**config.mk**
```make
export PLATFORM = sky130hd
export DESIGN_NAME = scs_ctrl
export DESIGN_NICKNAME = d
export VERILOG_FILES = /design/src/rtl/scs_pkg.sv /design/src/rtl/scs_ctrl.sv
export SDC_FILE = /design/constraint.sdc
export NUM_CORES = 1
export LEC_CHECK = 0
export ABC_AREA = 1
export BUFFER_PORTS_ARGS = -buffer_cell sky130_fd_sc_hd__buf_2
export CAP_MARGIN = 20
export CELL_PAD_IN_SITES_DETAIL_PLACEMENT = 1
export CELL_PAD_IN_SITES_GLOBAL_PLACEMENT = 1
export CORE_AREA = 2 2 39 41
export CTS_CLUSTER_SIZE = 24
export DETAILED_ROUTE_END_ITERATION = 8
export DIE_AREA = 0 0 41 43
export GPL_ROUTABILITY_DRIVEN = 0
export PLACE_DENSITY = 0.52
export SLEW_MARGIN = 20
export SYNTH_ARGS = -nofsm -noshare
export SYNTH_HDL_FRONTEND = slang
export SYNTH_SLANG_ARGS = --single-unit
export TNS_END_PERCENT = 30
```
**constraint.sdc**
```tcl
create_clock -name clk -period 1.35 [get_ports clk]
set_input_delay 0.27 -clock clk [delete_from_list [all_inputs] [get_ports clk]]
set_output_delay 0.27 -clock clk [all_outputs]
set_load 0.03 [all_outputs]
```
**src/rtl/scs_pkg.sv**
```systemverilog
// ----------------------------------------------------------------------------
// scs_pkg
// Types, constants and register defaults of the Super I/O config space.
// ----------------------------------------------------------------------------
package scs_pkg;

  localparam int NUM_DEVICES_DEF = 13;
  localparam int NUM_GLOBAL      = 48;
  localparam int NUM_SLOTS       = 5;

  localparam logic [7:0] KEY_UNLOCK0 = 8'h51;
  localparam logic [7:0] KEY_UNLOCK1 = 8'h23;
  localparam logic [7:0] KEY_EXIT    = 8'hbb;
  localparam logic [7:0] CHIP_ID_RST = 8'h40;

  localparam logic [7:0] REG_SRST   = 8'h02;
  localparam logic [7:0] REG_LDN    = 8'h07;
  localparam logic [7:0] REG_PROT0  = 8'h1f;
  localparam logic [7:0] REG_CHIPID = 8'h20;
  localparam logic [7:0] REG_PROT1  = 8'h21;
  localparam logic [7:0] REG_DIS    = 8'h22;
  localparam logic [7:0] REG_SWAP   = 8'h2d;
  localparam logic [7:0] REG_ACT    = 8'h30;
  localparam logic [7:0] REG_BASEH  = 8'h60;
  localparam logic [7:0] REG_BASEL  = 8'h61;
  localparam logic [7:0] REG_OPT0   = 8'hf0;
  localparam logic [7:0] REG_OPT1   = 8'hf1;

  localparam logic [3:0] DEV_FDC  = 4'd0;
  localparam logic [3:0] DEV_LPT  = 4'd3;
  localparam logic [3:0] DEV_UA   = 4'd4;
  localparam logic [3:0] DEV_UB   = 4'd5;
  localparam logic [3:0] DEV_KBC  = 4'd7;
  localparam logic [3:0] DEV_UC   = 4'd11;

  localparam logic CMD_WRITE = 1'b0;
  localparam logic SEL_INDEX = 1'b0;

  typedef struct packed {
    logic       cmd;
    logic       port_sel;
    logic [7:0] wdata;
  } in_word_t;

  typedef struct packed {
    logic [7:0]  rdata;
    logic        cfg_mode;
    logic        fdc_on;
    logic [11:0] fdc_base;
    logic        lpt_on;
    logic [11:0] lpt_base;
    logic [2:0]  par_mode;
    logic [11:0] uart0_base;
    logic [11:0] uart1_base;
    logic [11:0] uart2_base;
    logic [2:0]  uart_on;
  } out_word_t;

  typedef struct packed {
    logic load;
    logic exec;
    logic resp;
    logic clr;
  } ctrl_cmd_t;

  typedef struct packed {
    logic soft_rst;
    logic clr_last;
  } ctrl_sts_t;

  function automatic logic [7:0] glob_default(logic [5:0] idx);
    case (idx)
      6'h20:   return 8'h43;
      6'h21:   return 8'h15;
      6'h2d:   return 8'h20;
      default: return 8'h00;
    endcase
  endfunction

  function automatic logic [7:0] dev_default(logic [3:0] ld, logic [7:0] r);
    case ({ld, r})
      {4'd0, 8'h60}:  return 8'h03;
      {4'd0, 8'h61}:  return 8'hf0;
      {4'd0, 8'h70}:  return 8'h06;
      {4'd0, 8'h74}:  return 8'h02;
      {4'd0, 8'hf0}:  return 8'h08;
      {4'd0, 8'hf2}:  return 8'hff;
      {4'd3, 8'h60}:  return 8'h03;
      {4'd3, 8'h61}:  return 8'h78;
      {4'd3, 8'h70}:  return 8'h05;
      {4'd3, 8'h74}:  return 8'h04;
      {4'd3, 8'hf0}:  return 8'h8c;
      {4'd3, 8'hf1}:  return 8'h85;
      {4'd4, 8'h60}:  return 8'h03;
      {4'd4, 8'h61}:  return 8'hf8;
      {4'd4, 8'h70}:  return 8'h04;
      {4'd4, 8'hf2}:  return 8'h0c;
      {4'd5, 8'h60}:  return 8'h03;
      {4'd5, 8'h61}:  return 8'he8;
      {4'd5, 8'h70}:  return 8'h09;
      {4'd5, 8'hf0}:  return 8'h80;
      {4'd7, 8'h30}:  return 8'h01;
      {4'd7, 8'h70}:  return 8'h01;
      {4'd11, 8'h60}: return 8'h02;
      {4'd11, 8'h61}: return 8'hf8;
      {4'd11, 8'h70}: return 8'h03;
      {4'd11, 8'hf2}: return 8'h0c;
      {4'd12, 8'hf0}: return 8'h35;
      {4'd12, 8'hf1}: return 8'h14;
      {4'd12, 8'hf2}: return 8'h11;
      {4'd12, 8'hf3}: return 8'h71;
      {4'd12, 8'hf4}: return 8'h42;
      default:        return 8'h00;
    endcase
  endfunction

  // devices whose base/enable registers are mirrored in flops
  function automatic logic [3:0] slot_dev(int unsigned s);
    case (s)
      0:       return DEV_FDC;
      1:       return DEV_LPT;
      2:       return DEV_UA;
      3:       return DEV_UB;
      default: return DEV_UC;
    endcase
  endfunction

endpackage

```
**src/rtl/scs_ctrl.sv**
```systemverilog
// ----------------------------------------------------------------------------
// scs_ctrl
// Access sequencer: clear pass, execute, respond.
// ----------------------------------------------------------------------------
module scs_ctrl (
  input  logic               clk,
  input  logic               rst_n,
  input  logic               start,
  output logic               busy,
  output scs_pkg::ctrl_cmd_t cmd,
  input  scs_pkg::ctrl_sts_t sts
);
  import scs_pkg::*;

  localparam logic [1:0] S_CLR  = 2'd0;
  localparam logic [1:0] S_IDLE = 2'd1;
  localparam logic [1:0] S_EXEC = 2'd2;
  localparam logic [1:0] S_RESP = 2'd3;

  logic [1:0] state_r, state_nxt;

  always_comb begin
    state_nxt = state_r;
    case (state_r)
      S_CLR:  if (sts.clr_last) state_nxt = S_IDLE;
      S_IDLE: if (start) state_nxt = S_EXEC;
      S_EXEC: state_nxt = S_RESP;
      S_RESP: state_nxt = sts.soft_rst ? S_CLR : S_IDLE;
      default: state_nxt = S_CLR;
    endcase
  end

  always_ff @(posedge clk) begin
    if (!rst_n) begin
      state_r <= S_CLR;
    end else begin
      state_r <= state_nxt;
    end
  end

  assign busy     = (state_r != S_IDLE);
  assign cmd.load = (state_r == S_IDLE) && start;
  assign cmd.exec = (state_r == S_EXEC);
  assign cmd.resp = (state_r == S_RESP);
  assign cmd.clr  = (state_r == S_CLR);

endmodule

```
**Yosys cells after proc, flatten, opt, wreduce, memory -nomap -nowiden**

Cells that the tools add are included.

- Bitwise logic cells: 0
- Multipliers: 0
- Add/sub/neg operators: 0
- Equality and inequality tests: 6
- Reduce and logical (&&, ||, !) cells: 3
- Divide/modulo/power cells: 0
- Muxes and demuxes: 4
- Shift operators: 0
- $lt $le $gt $ge: 0

Operators with widths:

| operator | number |
|---|---|
| 2-bit case mux with 4 select lines | 1 |
| 2-bit equality test (second input constant) | 2 |
| 2-bit two-way mux | 2 |
| 2-bit by 1-bit != test with 1-bit output (second input constant) | 2 |
| 2-bit by 1-bit equality test with 1-bit output (second input constant) | 1 |
| 2-bit zero test | 1 |
| 2-bit != test (second input constant) | 1 |
| 2-bit AND reduction | 1 |
| 1-bit logical AND | 1 |
| 1-bit two-way mux | 1 |

- Memories kept: 0
- Latch bits: 0
- Bits in writable memories: 0
- Register bits: 2
- Logic and storage cells: 14
- Memory bits (read-only): 0
- Output and inout bits: 5

**Longest topological paths before layout**

Gate-level depths: netlist of run 1.

- Word-level depth: 3
- Mapped depth: 6
- Mapped depth without buffers: 6

**Worst setup path after synthesis of run 1**

No wires, ideal clock.

- Path type: flip-flop to flip-flop
- From: register state_r[0]
- To: register state_r[0]
- Data arrival time: 1.146 ns
- Stages on the path, launching flop included: 7
- Data required time: 1.284 ns
- Slack: 0.138 ns
- Library setup time: 0.066 ns
- Cell sequence: dfxtp_1 inv_1 ha_1 nand2_1 nand3_1 nand2_1 a21oi_2

RTL lines:

| item | RTL line | text |
|---|---|---|
| from (decl) | scs_ctrl.sv:20 | `logic [1:0] state_r, state_nxt;` |
| from (signal assigned) | scs_ctrl.sv:37 | `state_r <= state_nxt;` |

==> summary by stage, run 1 <==
Synth
After Yosys synthesis, XOR and XNOR cells account for 0% of the synthesized area. In the synthesized netlist, mux cells make up 0% of the area. The net count after synthesis is 38. The mean instance size in the synthesized netlist is 6.51 um2. The sequential share of the synthesized area is 21.2%. The number of distinct library cells after synthesis is 8. In this run, synthesis produced a sequential element count of 2. Synthesis handed over a netlist of 29 instances. The synthesized netlist devotes 7.28% of its cell area to compound gates. The Yosys step of the flow raised 0 warnings. In this run the cell area of the synthesized design comes to 189 um2. The main combinational cell family by area after synthesis is simple AND/OR/NAND/NOR gates. The post-synthesis share of cell area spent on full adders, half adders and majority gates is 26.5%. The simple-gate portion of the synthesized area is 27.2%.

Finish
The signed area change from the synthesized netlist to the final layout is 70.2%. The count of nets after finishing is 53. In the layout the commonest cells are 9 x sky130_fd_sc_hd__inv_1, 8 x sky130_fd_sc_hd__nand2_1, 6 x sky130_fd_sc_hd__buf_2. The register ranked first by flip-flop count is state_r. The largest registers in the layout are state_r x2.

The utilization after layout is 23.2%. The register with the most flip-flops in the layout has 2 of them. The finished cells cover 322 um2. The number of antenna repair diodes is 0. The leading cell type in the layout, fill and taps excluded is sky130_fd_sc_hd__inv_1. The fill cell total of the finished layout is 179. The post-route netlist has 42.9% of its cells at a drive strength greater than 1.

Floorplanning
In this run the core area contains 14 standard-cell rows. In this run the standard cell core region covers 1380 um2. Once the floorplan was initialized, standard cells occupied 13.7% of the core. The die width is 41 um.

The number of top-level design ports is 10. The total die area is 1760 um2. The die is 43 um tall.

STA
The worst slew margin relative to its limit is 89.9%. The hold violation total from the final report was 0. For this run, the top clock speed supported by timing is 779 MHz. At the pin with the least slew margin, the transition time is 0.153 ns. Setup violations remaining at the end of the flow were counted as 0. Setup repair after global routing could not meet its margin everywhere.

The post-route fraction of the period consumed by the critical path is 95.1%. The max-slew violation count is 0. In the post-route analysis, the smallest setup slack over all paths is 0.0660 ns. Clock skew on the completed layout was measured at 0.00281 ns.

For the finished layout, the period the worst path requires is 1.28 ns. Adding up every negative setup slack in the final design gives 0 ns.

Power
The standby leakage power is 0.181 nW. The power per cell area is 2280 nW/um2. The internal power of the cells is 0.000388 W. The net switching power figure is 0.000345 W. Combinational logic is responsible for 66.3% of the overall power.

The fraction of power consumed by the clock network is 17.6%. The proportion of total power due to net switching is 47.0%. The share of power burned in registers is 16.0%. The maximum resistive drop on vdd is 798 uV.

Route
The routed design has 445 um of wire. For this run, design rule violations remaining after detail routing come to 0. For this block, the initial DRC count from the detailed router was 0.

The detailed router placed 217 vias in this run. After detailed routing, the average wire length per cell comes to 7.67 um. The routed via count divided by cell count is 3.74. For this run, the detailed router's first-pass iteration total came to 1. Once detail routing completed, the nets flagged for antenna violations numbered 0.

Global route
Entering global routing, the biggest net connects 5 pins. The total congestion overflow after global routing is 0. The first global-routing pass estimated 821 um of wire. The number of global-route vias before repair is 208. The global-route usage over all layers is 7.21%. The initial antenna violation count came to 0.

Clock tree
Clock-pin slew was measured on the worst setup and hold paths at 0.03 ns. The clock latency on the worst-skew pair is 0.22 ns. The TritonCTS clock tree is built.

The post-CTS repair timing setup buffer count is 0. CTS placed an instance of sky130_fd_sc_hd__clkbuf_4 at the clock tree root. The number of sinks driven by the clock tree is 2. The number of hold buffers added after CTS was 0. The maximum clock path buffer count is 2. In this run the number of H-tree levels came out at 1. In this run, CTS created clock tree buffers numbering 3.

Placement
The number of buffer cells added on primary ports is 9. Timing analysis after detailed placement gives a worst setup slack of 0.181 ns. Detailed placement ended at an HPWL of 368 um.

After detailed placement, the total cell area comes to 262 um2.

Setup path
The critical path endpoint category is a primary output. The critical path arrival is 1.01 ns. At the worst endpoint, the required time is 1.08 ns.

The type of the worst setup path is flop to primary output. The critical path launch point type is a flop. The peak fanout along the critical path is 4.

Flow run
Across the run, the number of max-cap violations was 0.

Run status
The run finished with clean final reports.

Hold path
In this run the worst hold path is classified as primary input to flop.
layout make-up:
class / count / area (um2) / area share, %
Tap cell: 16 / 20.0 / 6.23
Sequential cell: 2 / 43.8 / 13.6
Inverter: 9 / 33.8 / 10.5
Timing Repair Buffer: 10 / 71.3 / 22.2
Clock buffer: 3 / 22.5 / 7.00
Multi-Input combinational cell: 18 / 130 / 40.5
routing by layer:
| layer | GRT usage (%) | vias to the layer above | part of all wire [%] |
|---|---|---|---|
| li1 | - | 112 | - |
| met1 | 8.31 | 102 | 42 |
| met2 | 9.69 | 3 | 53 |
| met3 | 4.71 | 0 | 4.3 |
| met4 | 4.00 | 0 | 0 |
| met5 | 0 | - | 0 |
metrics by stage:
stage | power (W) | hold slack [ns] | std cells
final | 0.000733 | 0.300 | 58
after global routing | 0.000828 | 0.316 | 58
after CTS | 0.000680 | 0.298 | 58
after detailed placement | 0.000529 | 0.513 | 55
after global placement | 0.000529 | 0.518 | 55
after floorplan | 0.000425 | 0.410 | 29
repair_timing:
item	in CTS	in global routing
endpoints found under the hold margin	0	0
resized for setup	3	10
setup endpoints to repair	2	4
worst max-delay path, stage by stage (launching register included):
cell and delay [ns]:
sky130_fd_sc_hd__dfxtp_4 0.36, sky130_fd_sc_hd__inv_1 0.07, sky130_fd_sc_hd__ha_1 0.19, sky130_fd_sc_hd__buf_2 0.17
logic make-up after synthesis:
family	Yosys count
AND/OR/NAND/NOR	12
buffers and inverters	9
adder cells (fa/ha/maj)	4
AO/OA/AOI/OAI	2
flip-flops	2
power by group through the flow:
| stage | Sequential (W) | Clock [W] | Combinational [W] |
|---|---|---|---|
| floorplan | 0.000109 | 0 | 0.000316 |
| global placement | 0.000106 | 0 | 0.000423 |
| detailed placement | 0.000106 | 0 | 0.000424 |
| CTS | 0.000108 | 0.000139 | 0.000433 |
| global route | 0.000122 | 0.000150 | 0.000556 |
| finish | 0.000117 | 0.000129 | 0.000486 |
cell usage after synthesis:
cell type | number | share of area [%]
sky130_fd_sc_hd__a21oi_1 | 1 | 2.6
sky130_fd_sc_hd__a21oi_2 | 1 | 4.6
sky130_fd_sc_hd__dfxtp_1 | 2 | 21
sky130_fd_sc_hd__ha_1 | 4 | 26
sky130_fd_sc_hd__inv_1 | 9 | 18
sky130_fd_sc_hd__nand2_1 | 8 | 16
sky130_fd_sc_hd__nand2_2 | 1 | 3.3
sky130_fd_sc_hd__nand3_1 | 3 | 7.9
path summary, 6_finish.rpt:
kind	depth (start not counted)	from	slack, ns	endpoint
max	3	state_r[0]	0.07	cmd[2]
min	3	rst_n	0.30	state_r[0]
max reg2reg	5	state_r[0]	0.27	state_r[0]
min reg2reg	2	state_r[0]	0.52	state_r[0]
(Power assumes the default switching activity.)
==> inputs of run 2 (changes only) <==
Settings changed: PLACE_DENSITY 0.52 to 0.49.
==> run 2 against run 1 <==
Design area shrank 3.5%; sequential share of layout area grew 0.49 points; power shrank 2.2%; combinational power shrank 4.3%; register-to-register slack is essentially flat; final cell count is the same; flip-flop and latch count is the same; critical endpoint is now cmd[1]; largest power group unchanged.
==> summary by stage, run 2 (same netlist as run 1, synthesis figures left out) <==
STA
The final number of setup-violating endpoints is 0. The post-route fraction of the period consumed by the critical path is 97.0%. After layout, the minimum clock period comes to 1.31 ns. The hold violation total from the final report was 0.

At the pin with the least slew margin, the transition time is 0.153 ns. The max-slew violation count is 0. Across all hold checks on the routed design, the worst slack comes to 0.289 ns. The worst pin sits at a relative slew slack of 89.9%.

Setup repair after global routing could not meet its margin everywhere. Derived from the worst setup path, the maximum achievable clock frequency is 764 MHz. In the post-route analysis, the smallest setup slack over all paths is 0.0409 ns. Clock skew on the completed layout was measured at 0.00280 ns.

Global route
The first global-routing pass estimated 772 um of wire. For this run, global-route usage on met2 was measured as 7.81%. The pin count of the biggest net entering global routing is 5. The met3 usage is 4.71%.

The number of global-route vias before repair is 199. The global-route usage over all layers is 7.01%. The total congestion overflow after global routing is 0. The routing usage on met1 is 8.60%. The initial antenna violation count is 0. The most heavily used metal layer in global routing is met1.

Clock tree
TritonCTS built the clock tree. The number of hold buffers added after CTS was 0. CTS built an H-tree with a depth of 1. After clock tree synthesis, the clock-pin slew on the worst setup and hold paths is 0.03 ns. Once the clock tree was built, the setup fixing pass inserted 0 buffers. The clock latency on the worst-skew pair is 0.22 ns.

Counting the buffers created by CTS gives 3. The maximum clock path buffer count is 2. For this design, the sink count on the clock tree is 2.

CTS placed an instance of sky130_fd_sc_hd__clkbuf_4 at the clock tree root.

Hold path
Along the worst hold path, the cell count comes to 3. For hold timing, the worst endpoint is state_r[0]. The class of the tightest hold or removal check is primary input to flop. The source of the worst hold timing path is rst_n.

Power
The power per cell area is 2310 nW/um2. Across the VDD grid, the largest voltage drop is 626 uV. The standby leakage power is 0.177 nW.

Finish
The signed area change from the synthesized netlist to the final layout is 64.2%. The register with the most flip-flops in the layout has 2 of them. Leaving out fill and tap cells, the most frequent cells in the layout are 8 x sky130_fd_sc_hd__inv_1, 8 x sky130_fd_sc_hd__nand2_1, 6 x sky130_fd_sc_hd__buf_2, 4 x sky130_fd_sc_hd__clkbuf_4.

The register with the most flip-flops in the final layout is state_r. 0 antenna diodes ended up in the layout. The fraction of final layout cells with drive strength greater than 1 is 45.2%.

The register cell area after layout is 43.8 um2. The largest registers in the layout are state_r x2. The fill cell total of the finished layout is 183. The count of nets after finishing is 53. The multi-input combinational cells in the finished layout cover a total of 130 um2.

Route
After detailed routing, the average wire length per cell comes to 7.45 um. The number of iterations in the first detailed-routing pass is 1. The overall routed net length is 432 um. Using the TritonRoute via totals, the vias-per-cell ratio works out to 3.59.

In the routed design, unresolved DRC markers number 0. For this block, the initial DRC count from the detailed router was 0. Detailed routing inserted a total of 208 vias. The remaining antenna violation count after routing is 0.

Placement
OpenSTA, run right after detailed placement, puts the worst setup slack at 0.169 ns. Detailed placement finished with a half-perimeter wire length of 357 um. The number of buffer cells added on primary ports is 9.

Floorplanning
The total area inside the core boundary comes to 1380 um2. The die width is 41 um. The die covers 1760 um2. The site row count is 14. During I/O placement, the number of pins put on the boundary was 10.

The initial standard-cell utilization of the core is 13.7%. Measured along the y axis, the die boundary spans 43 um.

Setup path
The startpoint identified for the worst register-to-register timing path is state_r[0]. Across all register-to-register paths, the minimum setup slack is 0.27 ns. In this run the critical register-to-register path is captured at state_r[0]. The worst-case reg-to-reg path depth is 6.

The type of the worst setup path is flop to primary output. Of all nets on the critical path, the largest fanout is 4. For the worst setup path, the data arrival time is 1.04 ns. STA classifies the critical path endpoint as a primary output.

STA classifies the critical path startpoint as a flop. Data on the critical path is required at its endpoint by 1.08 ns.

Run status
The flow ran to the end, and the final reports show no timing, DRC or antenna violations.

Flow run
Across the run, the number of max-cap violations was 0.
-- run 2: cell types whose count changed in the layout (fill, tap and decap cells not counted), sizes merged --
cell    before  now
buf         10    9
clkbuf       3    4
-- run 2: through the flow --
| stage | power [W] | util (%) | instances | area (um2) | TNS, ns |
|---|---|---|---|---|---|
| floorplan | 0.000425 | - | 29 | 189 | 0 |
| global placement | 0.000535 | 18.9 | 55 | 262 | 0 |
| detailed placement | 0.000535 | 18.9 | 55 | 262 | 0 |
| CTS | 0.000685 | 21.0 | 58 | 290 | 0 |
| global route | 0.000808 | 22.4 | 58 | 310 | -0.0197 |
| finish | 0.000717 | 22.4 | 58 | 310 | 0 |
-- run 2: what timing repair did --
| action | 4_1_cts | 5_1_grt |
|---|---|---|
| gates resized for setup | 3 | 7 |
| endpoints found under the setup margin | 3 | 2 |
| cloned | 0 | 0 |
| endpoints found under the hold margin | 0 | 0 |
-- run 2: worst max path at each step --
stage	start	end	slack [ns]
finish	state_r[1]	cmd[1]	0.04
global route	state_r[0]	cmd[0]	-0.02
CTS	state_r[1]	cmd[3]	0.007
detailed placement	state_r[0]	cmd[3]	0.17
global placement	state_r[0]	state_r[0]	0.17
floorplan	state_r[0]	state_r[0]	0.14
-- run 2: per-layer routing --
| layer | up-vias | share of wire, % |
|---|---|---|
| met5 | - | 0 |
| met4 | 0 | 3.2 |
| met3 | 4 | 8.3 |
| met2 | 8 | 41 |
| met1 | 85 | 47 |
| li1 | 111 | - |
-- run 2: layout make-up --
cell class | count | area share (%)
Clock buffer | 3 | 7.26
Inverter | 9 | 10.9
Multi-Input combinational cell | 18 | 41.9
Sequential cell | 2 | 14.1
Tap cell | 16 | 6.45
Timing Repair Buffer | 10 | 19.4
-- run 2: power breakdown --
part	total, W	internal [W]	switching (W)
registers	0.000120	0.0000923	0.0000277
logic	0.000465	0.000178	0.000287
clock network	0.000131	0.0000980	0.0000333
total	0.000717	0.000369	0.000348
-- run 2: critical path: stages (launching register included) --
cell	delay [ns]
sky130_fd_sc_hd__dfxtp_1	0.30
sky130_fd_sc_hd__buf_4	0.15
sky130_fd_sc_hd__ha_1	0.18
sky130_fd_sc_hd__clkbuf_4	0.18
==> inputs of run 3 (changes only) <==
==> constraint.sdc (replaced) <==
create_clock -name clk -period 1.35 [get_ports clk]
set_input_delay 0.135 -clock clk [delete_from_list [all_inputs] [get_ports clk]]
set_output_delay 0.135 -clock clk [all_outputs]
set_load 0.03 [all_outputs]
==> run 3 against run 2 <==
First-iteration DRC count up 2; flip-flop and latch count unchanged; power decreased by 8.8%; core utilization is 1.9 points lower; highest routed layer is now met3.
==> summary by stage, run 3 (same netlist as run 1, synthesis figures left out) <==
Route
The number of iterations in the first detailed-routing pass is 4. Once detail routing completed, the nets flagged for antenna violations numbered 0. The violation count after the first detailed-route iteration is 2. The overall routed net length is 421 um. For this run, design rule violations remaining after detail routing come to 0. The routed via count divided by cell count is 3.55. The wire length per cell is 7.26 um. The routed layout has 206 vias.

Finish
At the end of the flow the core is filled with cells to 20.5%. The signed area change from the synthesized netlist to the final layout is 50.3%. Ranked by flip-flop count, first place goes to state_r. The fraction of final layout cells with drive strength greater than 1 is 35.7%. 0 antenna diodes ended up in the layout. In the layout the commonest cells are 9 x sky130_fd_sc_hd__inv_1, 9 x sky130_fd_sc_hd__buf_2, 8 x sky130_fd_sc_hd__nand2_1, 4 x sky130_fd_sc_hd__ha_1. The flip-flop count of the largest register after layout is 2. The largest registers in the layout are state_r x2. The final layout contains 53 nets. The finished cells cover 284 um2.

STA
The max-slew violation count is 0. Counting I/O delays and the setup requirement, the final critical path takes 1.25 ns. The worst slew margin relative to its limit is 89.8%.

At the pin with the least slew margin, the transition time is 0.152 ns. The hold violation total from the final report is 0. Hold is met by 0.161 ns.

The setup clock skew after layout is 0.00265 ns. The setup TNS is 0 ns. The maximum achievable frequency is 800 MHz. Setup repair after global routing left no endpoint under its margin. The final number of setup-violating endpoints is 0. The post-route fraction of the period consumed by the critical path is 92.6%.

Floorplanning
The region available for standard cell placement spans 1380 um2. In this run the vertical extent of the chip is 43 um. Pin placement for this block handled 10 I/O pins. The total die area is 1760 um2.

The floorplan has 14 rows. The die is 41 um wide. The initial standard-cell utilization of the core is 13.7%.

Placement
Port buffering added 9 buffers. The cell area after placement is 262 um2. The detailed placement HPWL is 357 um.

Clock tree
The maximum clock path buffer count is 2. Clock tree synthesis inserted a total of 3 buffers. The post-cts gate resize count is 0. In this run, post-CTS hold repair placed 0 buffers. The TritonCTS clock tree is built.

The root buffer cell chosen for the clock tree is sky130_fd_sc_hd__clkbuf_4. The number of sinks driven by the clock tree is 2. The clock-pin slew on the worst setup and hold paths is 0.03 ns.

In this run the number of H-tree levels came out at 1. The clock latency on the worst-skew pair is 0.22 ns. In this run the post-CTS setup repair buffer count came out at 0.

Setup path
Together, buffers and inverters on the worst path number 2. The critical path goes through ha_1 -> nand2_1 -> inv_1 -> buf_2. The critical path arrival is 1.11 ns.

The required time of the critical path is 1.22 ns. The critical path endpoint category is a primary output. The cell at the slowest stage of the critical path is sky130_fd_sc_hd__dfxtp_1. The peak fanout along the critical path is 4. STA classifies the critical path startpoint as a flop. The peak per-stage delay on the critical path is 0.38 ns.

The worst setup path is of the flop to primary output kind. On the critical path the largest part of the delay comes from flip-flops.

Global route
The initial antenna violation count came to 0. The global-route usage over all layers is 6.31%. The number of global-route vias before repair is 188. The pin count of the biggest net entering global routing is 5. The total congestion overflow after global routing is 0.

The first-pass GRT wire length is 724 um.

Flow run
Max-cap violations in this run came to 0.

Power
The maximum resistive drop on vdd is 582 uV. The standby leakage power is 0.176 nW. Power spread over the standard cell area amounts to 2300 nW/um2. The total power of the final layout is 0.000654 W.

Run status
The run finished with clean final reports.

Hold path
The class of the tightest hold or removal check is primary input to flop.
## run 3: metrics by stage
step                instances  setup slack (ns)
global route               58            0.0120
detailed placement         55             0.190
floorplan                  29             0.138
finish                     58             0.100
CTS                        58            0.0649
global placement           55             0.187
## run 3: layer usage
metal	routed length [um]	global-route usage, %
met2	196	8.13
met5	0	0
met4	0	6.00
met1	196	7.96
met3	28	1.57
## run 3: path summary, 6_finish.rpt
kind	start	end	slack, ns	cells after the start
max	state_r[0]	cmd[3]	0.10	4
min	rst_n	state_r[0]	0.16	3
max reg2reg	state_r[0]	state_r[0]	0.19	6
min reg2reg	state_r[0]	state_r[0]	0.52	2
## run 3: where the power goes
part           internal, W  switching [W]
clock network    0.0000978      0.0000306
logic             0.000144       0.000276
registers        0.0000853      0.0000197
total             0.000327       0.000327
## run 3: worst reg2reg max path: cells and delay by family (launching register included)
family                   cells  cell delay (ns)
adder cells (fa/ha/maj)      1             0.23
AO/OA/AOI/OAI                1             0.05
AND/OR/NAND/NOR              3             0.30
flip-flops                   1             0.38
buffers and inverters        1             0.10
## run 3: cell type report
| cell class | count | area, um2 |
|---|---|---|
| fillers | 185 | 1100 |
| multi-input cells | 18 | 115 |
| repair buffers | 10 | 52.6 |
| flip-flops and latches | 2 | 40.0 |
| inverters | 9 | 33.8 |
| clock buffers | 3 | 22.5 |
| well taps | 16 | 20.0 |
